<file path="src/rtl/i2cmts_pkg.sv">
// Package for the I2C master transaction sequencer.
// Holds phase, command, selector and error codes, register defaults and item/result types.
// No dependencies.
`timescale 1ns / 1ps
`default_nettype none

package i2cmts_pkg;

	localparam int unsigned WAIT_W = 12;
	localparam logic [WAIT_W-1:0] WAIT_MAX = 12'd4095;

	localparam logic [7:0] SHORT_WAIT_RESET = 8'd255;
	localparam logic [WAIT_W-1:0] RECEIVE_WAIT_RESET = 12'd2550;

	localparam logic [1:0] CFG_SHORT_WAIT = 2'd0;
	localparam logic [1:0] CFG_RECEIVE_WAIT = 2'd1;

	localparam logic [1:0] FUNC_POLL = 2'd0;
	localparam logic [1:0] FUNC_READ = 2'd1;
	localparam logic [1:0] FUNC_WRITE = 2'd2;

	localparam logic [1:0] ERR_NONE = 2'd0;
	localparam logic [1:0] ERR_TIMEOUT = 2'd1;
	localparam logic [1:0] ERR_WCOL = 2'd2;
	localparam logic [1:0] ERR_BCOL = 2'd3;

	typedef enum logic [3:0] {
		PH_IDLE    = 4'd0,
		PH_START   = 4'd1,
		PH_ADDR    = 4'd2,
		PH_ACK     = 4'd3,
		PH_RX      = 4'd4,
		PH_ACKCLK  = 4'd5,
		PH_TXREADY = 4'd6,
		PH_TXDONE  = 4'd7,
		PH_TXACK   = 4'd8,
		PH_STOP    = 4'd9
	} phase_t;

	typedef enum logic [2:0] {
		CMD_NONE   = 3'd0,
		CMD_START  = 3'd1,
		CMD_SEND   = 3'd2,
		CMD_RCEN   = 3'd3,
		CMD_ACKCLK = 3'd4,
		CMD_STOP   = 3'd5,
		CMD_CLEAR  = 3'd6
	} cmd_t;

	typedef struct packed {
		logic [1:0] func;
		logic [6:0] slave_address;
		logic [7:0] byte_count;
		logic [7:0] write_byte;
		logic       op_done;
		logic       slave_acked;
		logic       rx_full;
		logic [7:0] rx_byte;
		logic       write_collision;
		logic       bus_collision;
	} item_t;

	typedef struct packed {
		cmd_t       engine_cmd;
		logic [7:0] cmd_byte;
		logic       ack_bit;
		logic       write_taken;
		logic       read_valid;
		logic [7:0] read_byte;
		logic       done_res;
		logic [1:0] error_code;
		logic [7:0] bytes_done;
		logic       busy_res;
	} result_t;

	typedef struct packed {
		logic [7:0]        short_wait_limit;
		logic [WAIT_W-1:0] receive_wait_limit;
	} limits_t;

	// input stage status as seen by the sequencing core
	typedef struct packed {
		logic valid;
	} stage_ctl_t;

endpackage

`default_nettype wire

</file>
<file path="src/rtl/i2cmts_in_reg.sv">
// Input stage of the I2C master transaction sequencer: one registered request.
// Depends on i2cmts_pkg.
`timescale 1ns / 1ps
`default_nettype none

module i2cmts_in_reg (
	input  wire logic                clk,
	input  wire logic                arst_n,
	input  wire logic                in_valid,
	output logic                     in_stall,
	input  wire i2cmts_pkg::item_t   item,
	input  wire logic                advance,
	output i2cmts_pkg::stage_ctl_t   ctl,
	output i2cmts_pkg::item_t        item_s1
);

	logic valid_s1;
	logic load;

	// refill whenever the held request moves on or the stage is empty
	assign load = !valid_s1 || advance;
	assign in_stall = !load;
	assign ctl.valid = valid_s1;

	always_ff @(posedge clk or negedge arst_n) begin
		if (!arst_n) begin
			valid_s1 <= 1'b0;
		end else if (load) begin
			valid_s1 <= in_valid;
		end
	end

	always_ff @(posedge clk) begin
		if (load && in_valid) begin
			item_s1 <= item;
		end
	end

endmodule

`default_nettype wire

</file>
<file path="src/rtl/i2cmts_core.sv">
// Sequencing core: transaction state, one-step update logic and the result register.
// Depends on i2cmts_pkg.
`timescale 1ns / 1ps
`default_nettype none

module i2cmts_core (
	input  wire logic                   clk,
	input  wire logic                   arst_n,
	input  wire i2cmts_pkg::stage_ctl_t ctl,
	input  wire i2cmts_pkg::item_t      item_s1,
	input  wire i2cmts_pkg::limits_t    limits,
	input  wire logic                   out_stall,
	output logic                        advance,
	output logic                        out_valid,
	output i2cmts_pkg::result_t         result
);

	i2cmts_pkg::phase_t            phase_q, phase_d;
	logic                          is_read_q, is_read_d;
	logic [7:0]                    target_count_q, target_count_d;
	logic [7:0]                    byte_index_q, byte_index_d;
	logic [i2cmts_pkg::WAIT_W-1:0] wait_q, wait_d;
	logic [1:0]                    last_error_q, last_error_d;
	logic [6:0]                    target_address_q, target_address_d;

	logic                          out_valid_q;
	i2cmts_pkg::result_t           result_q, res_d;

	logic                          ok;
	logic [i2cmts_pkg::WAIT_W-1:0] limit;
	logic [i2cmts_pkg::WAIT_W-1:0] wait_inc;
	logic [7:0]                    idx_inc;
	logic                          is_begin;

	assign advance = ctl.valid && (!out_valid_q || !out_stall);
	assign out_valid = out_valid_q;
	assign result = result_q;

	assign idx_inc = byte_index_q + 8'd1;
	assign wait_inc = (wait_q < i2cmts_pkg::WAIT_MAX) ?
		wait_q + {{(i2cmts_pkg::WAIT_W-1){1'b0}}, 1'b1} : wait_q;
	assign is_begin = (item_s1.func == i2cmts_pkg::FUNC_READ) ||
		(item_s1.func == i2cmts_pkg::FUNC_WRITE);

	always_comb begin
		phase_d = phase_q;
		is_read_d = is_read_q;
		target_count_d = target_count_q;
		byte_index_d = byte_index_q;
		wait_d = wait_q;
		last_error_d = last_error_q;
		target_address_d = target_address_q;
		res_d = '0;
		res_d.engine_cmd = i2cmts_pkg::CMD_NONE;
		ok = 1'b0;
		limit = {{(i2cmts_pkg::WAIT_W-8){1'b0}}, limits.short_wait_limit};

		case (phase_q)
			i2cmts_pkg::PH_START, i2cmts_pkg::PH_ADDR, i2cmts_pkg::PH_TXDONE,
			i2cmts_pkg::PH_ACKCLK, i2cmts_pkg::PH_STOP: begin
				ok = item_s1.op_done;
			end
			i2cmts_pkg::PH_ACK, i2cmts_pkg::PH_TXACK: begin
				ok = item_s1.slave_acked;
			end
			i2cmts_pkg::PH_RX: begin
				ok = item_s1.rx_full;
				limit = limits.receive_wait_limit;
			end
			i2cmts_pkg::PH_TXREADY: begin
				ok = !item_s1.rx_full;
			end
			default: begin
				ok = 1'b0;
			end
		endcase

		if (is_begin) begin
			// a begin while busy is dropped
			if (phase_q == i2cmts_pkg::PH_IDLE) begin
				is_read_d = (item_s1.func == i2cmts_pkg::FUNC_READ);
				target_address_d = item_s1.slave_address;
				target_count_d = item_s1.byte_count;
				byte_index_d = '0;
				last_error_d = i2cmts_pkg::ERR_NONE;
				wait_d = '0;
				if (item_s1.write_collision) begin
					res_d.engine_cmd = i2cmts_pkg::CMD_CLEAR;
					last_error_d = i2cmts_pkg::ERR_WCOL;
					res_d.done_res = 1'b1;
				end else if (item_s1.bus_collision) begin
					res_d.engine_cmd = i2cmts_pkg::CMD_CLEAR;
					last_error_d = i2cmts_pkg::ERR_BCOL;
					res_d.done_res = 1'b1;
				end else begin
					res_d.engine_cmd = i2cmts_pkg::CMD_START;
					phase_d = i2cmts_pkg::PH_START;
				end
			end
		end else if (phase_q != i2cmts_pkg::PH_IDLE) begin
			if (!ok) begin
				wait_d = wait_inc;
				if (wait_inc >= limit) begin
					last_error_d = i2cmts_pkg::ERR_TIMEOUT;
					phase_d = i2cmts_pkg::PH_IDLE;
					wait_d = '0;
					res_d.done_res = 1'b1;
				end
			end else begin
				wait_d = '0;
				case (phase_q)
					i2cmts_pkg::PH_START: begin
						res_d.engine_cmd = i2cmts_pkg::CMD_SEND;
						res_d.cmd_byte = {target_address_q, is_read_q};
						phase_d = i2cmts_pkg::PH_ADDR;
					end
					i2cmts_pkg::PH_ADDR: begin
						phase_d = i2cmts_pkg::PH_ACK;
					end
					i2cmts_pkg::PH_ACK: begin
						if (target_count_q == 8'd0) begin
							res_d.engine_cmd = i2cmts_pkg::CMD_STOP;
							phase_d = i2cmts_pkg::PH_STOP;
						end else if (is_read_q) begin
							res_d.engine_cmd = i2cmts_pkg::CMD_RCEN;
							phase_d = i2cmts_pkg::PH_RX;
						end else begin
							phase_d = i2cmts_pkg::PH_TXREADY;
						end
					end
					i2cmts_pkg::PH_RX: begin
						res_d.read_valid = 1'b1;
						res_d.read_byte = item_s1.rx_byte;
						res_d.engine_cmd = i2cmts_pkg::CMD_ACKCLK;
						// NACK the last byte
						res_d.ack_bit = (idx_inc == target_count_q);
						phase_d = i2cmts_pkg::PH_ACKCLK;
					end
					i2cmts_pkg::PH_ACKCLK: begin
						byte_index_d = idx_inc;
						if (idx_inc == target_count_q) begin
							res_d.engine_cmd = i2cmts_pkg::CMD_STOP;
							phase_d = i2cmts_pkg::PH_STOP;
						end else begin
							res_d.engine_cmd = i2cmts_pkg::CMD_RCEN;
							phase_d = i2cmts_pkg::PH_RX;
						end
					end
					i2cmts_pkg::PH_TXREADY: begin
						res_d.engine_cmd = i2cmts_pkg::CMD_SEND;
						res_d.cmd_byte = item_s1.write_byte;
						res_d.write_taken = 1'b1;
						phase_d = i2cmts_pkg::PH_TXDONE;
					end
					i2cmts_pkg::PH_TXDONE: begin
						phase_d = i2cmts_pkg::PH_TXACK;
					end
					i2cmts_pkg::PH_TXACK: begin
						byte_index_d = idx_inc;
						if (idx_inc == target_count_q) begin
							res_d.engine_cmd = i2cmts_pkg::CMD_STOP;
							phase_d = i2cmts_pkg::PH_STOP;
						end else begin
							phase_d = i2cmts_pkg::PH_TXREADY;
						end
					end
					default: begin
						phase_d = i2cmts_pkg::PH_IDLE;
						res_d.done_res = 1'b1;
					end
				endcase
			end
		end

		res_d.error_code = last_error_d;
		res_d.bytes_done = byte_index_d;
		res_d.busy_res = (phase_d != i2cmts_pkg::PH_IDLE);
	end

	always_ff @(posedge clk or negedge arst_n) begin
		if (!arst_n) begin
			phase_q <= i2cmts_pkg::PH_IDLE;
			is_read_q <= 1'b0;
			target_count_q <= '0;
			byte_index_q <= '0;
			wait_q <= '0;
			last_error_q <= i2cmts_pkg::ERR_NONE;
			target_address_q <= '0;
			out_valid_q <= 1'b0;
		end else begin
			if (advance) begin
				phase_q <= phase_d;
				is_read_q <= is_read_d;
				target_count_q <= target_count_d;
				byte_index_q <= byte_index_d;
				wait_q <= wait_d;
				last_error_q <= last_error_d;
				target_address_q <= target_address_d;
			end
			if (!out_valid_q || !out_stall) begin
				out_valid_q <= advance;
			end
		end
	end

	always_ff @(posedge clk) begin
		if (advance) begin
			result_q <= res_d;
		end
	end

endmodule

`default_nettype wire

</file>
<file path="src/rtl/i2c_master_transaction_sequencer.sv">
// I2C master transaction sequencer: sequences one 7-bit read or write transaction
// above a byte-level bus engine, one request in and one result out per step.
//
// Request channel (in_valid / in_stall): a begin read, begin write or a poll that
// carries the engine status. A request is taken when in_valid is high and in_stall
// low. Result channel (out_valid / out_stall): one result per request, in order,
// telling the engine what to do next and reporting progress and errors.
// Config channel (cfg_valid / cfg_ready, always ready): index 0 sets the short wait
// limit, index 1 the receive wait limit; other indexes are ignored. Write only idle.
//
// A request passes the input register, then the state update and the result register.
// Throughput is one request per cycle while out_stall is low; in_stall rises only
// when the result register is full and out_stall holds it; the held result and the
// held request then stay put. Reset returns the sequencer to idle with both limits
// at their defaults (255 and 2550 polls) and clears the error and byte counts.
`timescale 1ns / 1ps
`default_nettype none

module i2c_master_transaction_sequencer (
	input  wire logic        clk,
	input  wire logic        arst_n,

	input  wire logic        cfg_valid,
	output logic             cfg_ready,
	input  wire logic [1:0]  cfg_index,
	input  wire logic [11:0] cfg_data,

	input  wire logic        in_valid,
	output logic             in_stall,
	input  wire logic [1:0]  func,
	input  wire logic [6:0]  slave_address,
	input  wire logic [7:0]  byte_count,
	input  wire logic [7:0]  write_byte,
	input  wire logic        op_done,
	input  wire logic        slave_acked,
	input  wire logic        rx_full,
	input  wire logic [7:0]  rx_byte,
	input  wire logic        write_collision,
	input  wire logic        bus_collision,

	output logic             out_valid,
	input  wire logic        out_stall,
	output logic [2:0]       engine_cmd,
	output logic [7:0]       cmd_byte,
	output logic             ack_bit,
	output logic             write_taken,
	output logic             read_valid,
	output logic [7:0]       read_byte,
	output logic             done_res,
	output logic [1:0]       error_code,
	output logic [7:0]       bytes_done,
	output logic             busy_res
);

	i2cmts_pkg::item_t      item;
	i2cmts_pkg::item_t      item_s1;
	i2cmts_pkg::stage_ctl_t ctl;
	i2cmts_pkg::result_t    result;
	i2cmts_pkg::limits_t    limits_q;
	logic                   advance;

	assign cfg_ready = 1'b1;

	always_ff @(posedge clk or negedge arst_n) begin
		if (!arst_n) begin
			limits_q.short_wait_limit <= i2cmts_pkg::SHORT_WAIT_RESET;
			limits_q.receive_wait_limit <= i2cmts_pkg::RECEIVE_WAIT_RESET;
		end else if (cfg_valid) begin
			if (cfg_index == i2cmts_pkg::CFG_SHORT_WAIT) begin
				limits_q.short_wait_limit <= cfg_data[7:0];
			end else if (cfg_index == i2cmts_pkg::CFG_RECEIVE_WAIT) begin
				limits_q.receive_wait_limit <= cfg_data;
			end
		end
	end

	assign item.func = func;
	assign item.slave_address = slave_address;
	assign item.byte_count = byte_count;
	assign item.write_byte = write_byte;
	assign item.op_done = op_done;
	assign item.slave_acked = slave_acked;
	assign item.rx_full = rx_full;
	assign item.rx_byte = rx_byte;
	assign item.write_collision = write_collision;
	assign item.bus_collision = bus_collision;

	i2cmts_in_reg u_in_reg (
		.clk      (clk),
		.arst_n   (arst_n),
		.in_valid (in_valid),
		.in_stall (in_stall),
		.item     (item),
		.advance  (advance),
		.ctl      (ctl),
		.item_s1  (item_s1)
	);

	i2cmts_core u_core (
		.clk       (clk),
		.arst_n    (arst_n),
		.ctl       (ctl),
		.item_s1   (item_s1),
		.limits    (limits_q),
		.out_stall (out_stall),
		.advance   (advance),
		.out_valid (out_valid),
		.result    (result)
	);

	assign engine_cmd = result.engine_cmd;
	assign cmd_byte = result.cmd_byte;
	assign ack_bit = result.ack_bit;
	assign write_taken = result.write_taken;
	assign read_valid = result.read_valid;
	assign read_byte = result.read_byte;
	assign done_res = result.done_res;
	assign error_code = result.error_code;
	assign bytes_done = result.bytes_done;
	assign busy_res = result.busy_res;

endmodule

`default_nettype wire
</file>
<file path="config.mk">
export PLATFORM = sky130hd
export DESIGN_NAME = i2c_master_transaction_sequencer
export DESIGN_NICKNAME = d
export VERILOG_FILES = /design/src/rtl/i2cmts_pkg.sv /design/src/rtl/i2cmts_in_reg.sv /design/src/rtl/i2cmts_core.sv /design/src/rtl/i2c_master_transaction_sequencer.sv
export SDC_FILE = /design/constraint.sdc
export NUM_CORES = 1
export LEC_CHECK = 0
export BUFFER_PORTS_ARGS = -buffer_cell sky130_fd_sc_hd__buf_4
export CORE_AREA = 2 2 113 142
export DETAILED_ROUTE_END_ITERATION = 8
export DIE_AREA = 0 0 115 144
export GPL_TIMING_DRIVEN = 0
export PLACE_DENSITY = 0.66
export SLEW_MARGIN = 30
export SYNTH_ARGS = -nofsm -noshare
export SYNTH_HDL_FRONTEND = slang
export SYNTH_HIERARCHICAL = 1
export SYNTH_SLANG_ARGS = --single-unit
</file>
<file path="constraint.sdc">
create_clock -name clk -period 4.48 [get_ports clk]
set_clock_uncertainty 0.1 [all_clocks]
set_input_delay 0.896 -clock clk [delete_from_list [all_inputs] [get_ports clk]]
set_output_delay 0.896 -clock clk [all_outputs]
set_load 0.01 [all_outputs]
</file>
# Yosys cells after proc, flatten, opt, wreduce, memory -nomap -nowiden
# Index checks and enable logic that the tools add are counted.
[op_classes] n_eq_ne=14 n_mux=54 add_sub_neg=2 magnitude_cmp=2 n_reduce_logical=27 bitwise=4
[ops] cell="$mux 12" count=7
[ops] cell="$mux 4" count=10
[ops] cell="$mux 8" count=5
[ops] cell="$pmux 4 s8" count=1
[ops] cell="$mux 23" count=1
[ops] cell="$mux 22" count=1
[ops] cell="$mux 3" count=7
[ops] cell="$mux 2" count=9
[ops] cell="$eq 4x3->1 const B" count=4
[ops] cell="$pmux 8 s2" count=1
[ops] cell="$pmux 3 s5" count=1
[ops] cell="$add 12x1->12 const B" count=1
[ops] cell="$ge 12x12->1" count=1
[ops] cell="$lt 12x12->1 const B" count=1
[ops] cell="$mux 1" count=9
[ops] cell="$mux 9" count=1
[ops] cell="$reduce_and 3->1" count=3
[ops] cell="$add 8x1->8 const B" count=1
[ops] cell="$eq 4x2->1 const B" count=2
[ops] cell="$eq 4x4->1 const B" count=2
[ops] cell="$eq 8x8->1" count=1
[ops] cell="$logic_not 8->1" count=1
[ops] cell="$reduce_bool 4->1" count=2
[ops] cell="$reduce_or 8->1" count=1
[ops] cell="17 further kinds" count=30
[word_totals] output_inout_bits=37 register_bits=136

# Depth between registers and ports, before layout
[logic_depth] depth_word=8 mapped_depth=16

# Hierarchy
# The synthesis kept the hierarchy.
[by_module_without_submodules] mod="i2cmts_core" area_each_um2=4717.0 instances=1 seq_area_each_um2=2097.0 cells_per_inst=472
[by_module_without_submodules] mod="i2cmts_in_reg" area_each_um2=1198.6 instances=1 seq_area_each_um2=1166.1 cells_per_inst=43
[by_module_without_submodules] mod="i2c_master_transaction_sequencer" area_each_um2=790.8 instances=1 seq_area_each_um2=520.5 cells_per_inst=45

# Worst setup path after synthesis
# No wires, ideal clock.
[synth_path] path_type="input port to output port" from="in out_stall" to="out in_stall" arrival_ns=2.754 n_path_buf=1 setup_slack_ns=0.730 stages=6 path_cell_list="nand2_1 nand2_1 inv_1 clkbuf_1 nand2b_4 inv_1"
[synth_between] elab_chain_len=5
[synth_lines] element="start: declaration" line_no="i2c_master_transaction_sequencer.sv:42" text="input wire logic out_stall,"
[synth_lines] element="$logic_not 1->1" line_no="i2cmts_core.sv:35" text="assign advance = ctl.valid && (!out_valid_q || !out_stall);"
[synth_lines] element="$logic_or 1x1->1" line_no="i2cmts_core.sv:35"
[synth_lines] element="$logic_and 1x1->1" line_no="i2cmts_core.sv:35"
[synth_lines] element="named net advance" line_no="i2c_master_transaction_sequencer.sv:60" text="logic advance;"
[synth_lines] element="$logic_or 1x1->1" line_no="i2cmts_in_reg.sv:21" text="assign load = !valid_s1 || advance;"
[synth_lines] element="$logic_not 1->1" line_no="i2cmts_in_reg.sv:22" text="assign in_stall = !load;"
[synth_lines] element="end: declaration" line_no="i2c_master_transaction_sequencer.sv:29" text="output logic in_stall,"
# The timed path passes the listed nets, and every way through them passes these cells.

# Worst setup path after layout
[layout_path] from="reg u_core.phase_q[2]" to="reg u_core.result_q (netlist bit u_core/result[9]) (data pin)"
[layout_between] elab_chain_len=7 word_cells_on_any_way=21 classes_between="1 x order compare; 9 x eq/ne; 7 x mux; 4 x reduce/logical"
[layout_lines] element="start: declaration" line_no="i2cmts_core.sv:18" text="i2cmts_pkg::phase_t phase_q, phase_d;"
[layout_lines] element="start signal: assignment" line_no="i2cmts_core.sv:182" text="phase_q <= i2cmts_pkg::PH_IDLE;"
[layout_lines] element="start signal: assignment" line_no="i2cmts_core.sv:192" text="phase_q <= phase_d;"
[layout_lines] element="$eq 4x3->1" line_no="i2cmts_core.sv:58" text="case (phase_q)"
[layout_lines] element="$mux 12" line_no="i2cmts_core.sv:58"
[layout_lines] element="$ge 12x12->1" line_no="i2cmts_core.sv:103" text="if (wait_inc >= limit) begin"
[layout_lines] element="$mux 2" line_no="i2cmts_core.sv:103"
[layout_lines] element="$mux 2" line_no="i2cmts_core.sv:101" text="if (!ok) begin"
[layout_lines] element="$mux 2" line_no="i2cmts_core.sv:100" text="end else if (phase_q != i2cmts_pkg::PH_IDLE) begin"
[layout_lines] element="$mux 2 *" line_no="i2cmts_core.sv:78" text="if (is_begin) begin"
[layout_lines] element="named net u_core.last_error_d[0]" line_no="i2cmts_core.sv:23" text="logic [1:0] last_error_q, last_error_d;"
[layout_lines] element="end signal: assignment" line_no="i2cmts_core.sv:208" text="result_q <= res_d;"
[layout_lines] element="end: declaration" line_no="i2cmts_core.sv:27" text="i2cmts_pkg::result_t result_q, res_d;"
# The timed path passes the listed nets; every way through them passes the cells marked *.
# A chain may end at the register's enable or synchronous reset.

==> reports/metrics.cfg <==
[synth]
synth_most_common_cell=edfxtp_1
syn-cell-area_mm2=0.00671
synth_common_cells=edfxtp_1, dfrtp_1, nand2_1, nor2_1, mux2_2
yosys_warnings=6
yosys-top-cells-area=edfxtp_1, dfrtp_1, mux2_2, dfstp_2, a22o_1
ys_ff_latch=136
synth_top_area_cell=edfxtp_1
synth_fp_nets=632
synth_ff_type=edfxtp_1
synth.distinct_cells=71
synth-edff-count=72
netlist_instances=560
ys_seq_area_share_pct=56.4
async_flop_share_pct=47.1
synth_top_area_share_pct=32.2
avgSynthCellArea_um2=12.0

[pwr]
p_leak_nw=3.38
ir_drop_mv=0.241
finalPower_mw=4.22
power_density_mw_per_mm2=512

[timing]
final.setup.worst_slack_ps=201
finalHoldViolCount=0
period_share_pct=95.5
fmax_mhz=234
slew_violations=0
tightest_slew_ps=684
fin_crit_ps=4280
whs_ps=244
finalSetupTns_ps=0
setup_viol=0
relSlewSlack_pct=54.1

[cells_and_area]
seq_area_mm2=0.00378
drive_gt1_share_pct=30.2
fin_util_pct=53.8
syn2layout_area_growth_pct=22.9
nFillCells=1350
layout.nets=744
fin_area_mm2=0.00824
post_layout_nonfiller_instances=870
multi_input_area_mm2=0.00273
diodes=0

[setup_path]
cp_data_arrival_time_ps=4340
cp-end-kind=flip-flop
critical_path_required_ps=4540
worstSetupPathType=flip-flop to flip-flop
start_kind=flip-flop
cp_max_fo=10

[floorplan]
start_util_pct=43.8
core-area_mm2=0.0153
die_area_mm2=0.0166
die_h_um=144
ioPinCount=94
die_w_um=115
fp-row-count=51

[clock_tree]
cts_buffer_depth=2
cts_tree=done
postCtsHoldBufs=0
clock_latency_ps=420
cts_buffers=17
cts.clk_slew.worst_paths_ps=60
root_buffer=clkbuf_16
cts_num_sinks=136
htree_num_levels=4
post_cts_buffers=0

[placed_design]
dp.final_hpwl_um=11200
dp_cells=837
dpl_cell_area_mm2=0.00764
io_buffers=92
dp_slack_ps=-312
place_congestion=0.883

[run]
cap_violations=0

[detailed_routing]
ant_nets=0
drtPass1Iterations=5
routed_via_density=5.67
drt_iter0_drc=294
wirelength_um=15700
wl_per_cell_um=18.1
remaining_drc_errors=0
vias=4934

[grt]
grt_usage_pct=19.7
overflow=0
antenna_found_initial=0
grt_max_degree=65
grt_pass1_vias=4873
grt_pass1_wl_um=24700

[worst_hold_path]
min_path_type=input port to asynchronous set/reset pin

[status]
status=finished, final reports clean

## what timing repair did
item                       CTS  global route
gates resized for setup      2             3
setup endpoints to repair   22            17
cloned                       0             0
hold endpoints to repair     0             0
## cell type report
class,instances,area share [%]
Sequential cell,136,45.9
Multi-Input combinational cell,378,33.1
Timing Repair Buffer,93,8.71
Clock buffer,21,5.59
Tap cell,185,2.81
Buffer,34,2.08
Clock inverter,11,1.21
Inverter,12,0.547
## logic make-up after synthesis
logic type | after synthesis | share of synthesized area, %
other | 1 | 0.0559
flip-flops | 136 | 56.4
adder cells (fa/ha/maj) | 15 | 2.80
AND/OR/NAND/NOR | 163 | 13.1
buffers and inverters | 46 | 3.13
XOR/XNOR | 16 | 2.09
multiplexers | 50 | 8.30
AO/OA/AOI/OAI | 133 | 14.1
## layer usage
metal	vias up	global-route usage, %	part of all wire [%]
li1	2329	-	-
met1	2409	22.3	40
met2	169	35.3	53
met3	27	4.07	4.2
met4	0	9.07	2.6
met5	-	0	0
## sequential cells by signal, summed over array words and instances (netlist names)
register and cells:
u_core/byte_index_q 8, u_core/result 34, u_core/target_address_q 7, u_core/target_count_q 8, u_core/last_error_q 2, u_core/out_valid 1
u_in_reg/item_s1 38, limits_q 20, u_core/is_read_q 1, u_core/wait_q 12, u_core/phase_q 4, u_in_reg/ctl 1
## where the power goes
group / switching (mW) / leakage, nW / total [mW] / internal (mW)
combinational: 0.683 / 1.63 / 1.19 / 0.508
clock: 0.520 / 0.275 / 1.31 / 0.792
sequential: 0.143 / 1.48 / 1.72 / 1.58
total: 1.35 / 3.38 / 4.22 / 2.88
## worst max-delay path: stages (launching register included)
cell	delay [ps]
dfrtp_1	490
buf_2	270
nand2_1	190
nor3_2	360
clkbuf_2	350
nand2_1	100
ha_1	300
a2111oi_0	550
o21ai_0	230
a211oi_2	390
nor3_1	170
nand2_1	130
nand2b_1	80
a221o_1	310
## worst paths after layout
kind,start,to,slack (ps),depth (start not counted)
max in group asynchronous,arst_n,limits_q[4]$_DFFE_PN1P_,3440,2
min in group clk,u_in_reg/item_s1[21]$_DFFE_PP_,u_core/target_count_q[0]$_DFFE_PN0P_,370,1
hold / removal,arst_n,u_core/byte_index_q[3]$_DFFE_PN0P_,240,1
setup reg to reg,u_core/phase_q[2]$_DFFE_PN0P_,u_core/result[9]$_DFFE_PP_,200,13
hold reg to reg,u_in_reg/item_s1[21]$_DFFE_PP_,u_core/target_count_q[0]$_DFFE_PN0P_,370,1
setup / recovery,u_core/phase_q[2]$_DFFE_PN0P_,u_core/result[9]$_DFFE_PP_,200,13
## placed cells by master, fill, tap and decap left out, drive strengths merged, types with 10 or more instances in the layout
master    n
a21oi    17
a22o     23
a31oi    15
and2     10
buf     106
clkbuf   42
dfrtp    48
dfstp    16
edfxtp   72
ha       15
inv      13
mux2     42
nand2    45
nand3    15
nor2     41
o21ai    27
xnor2    11
No activity file was read; power rests on OpenSTA's default activity.
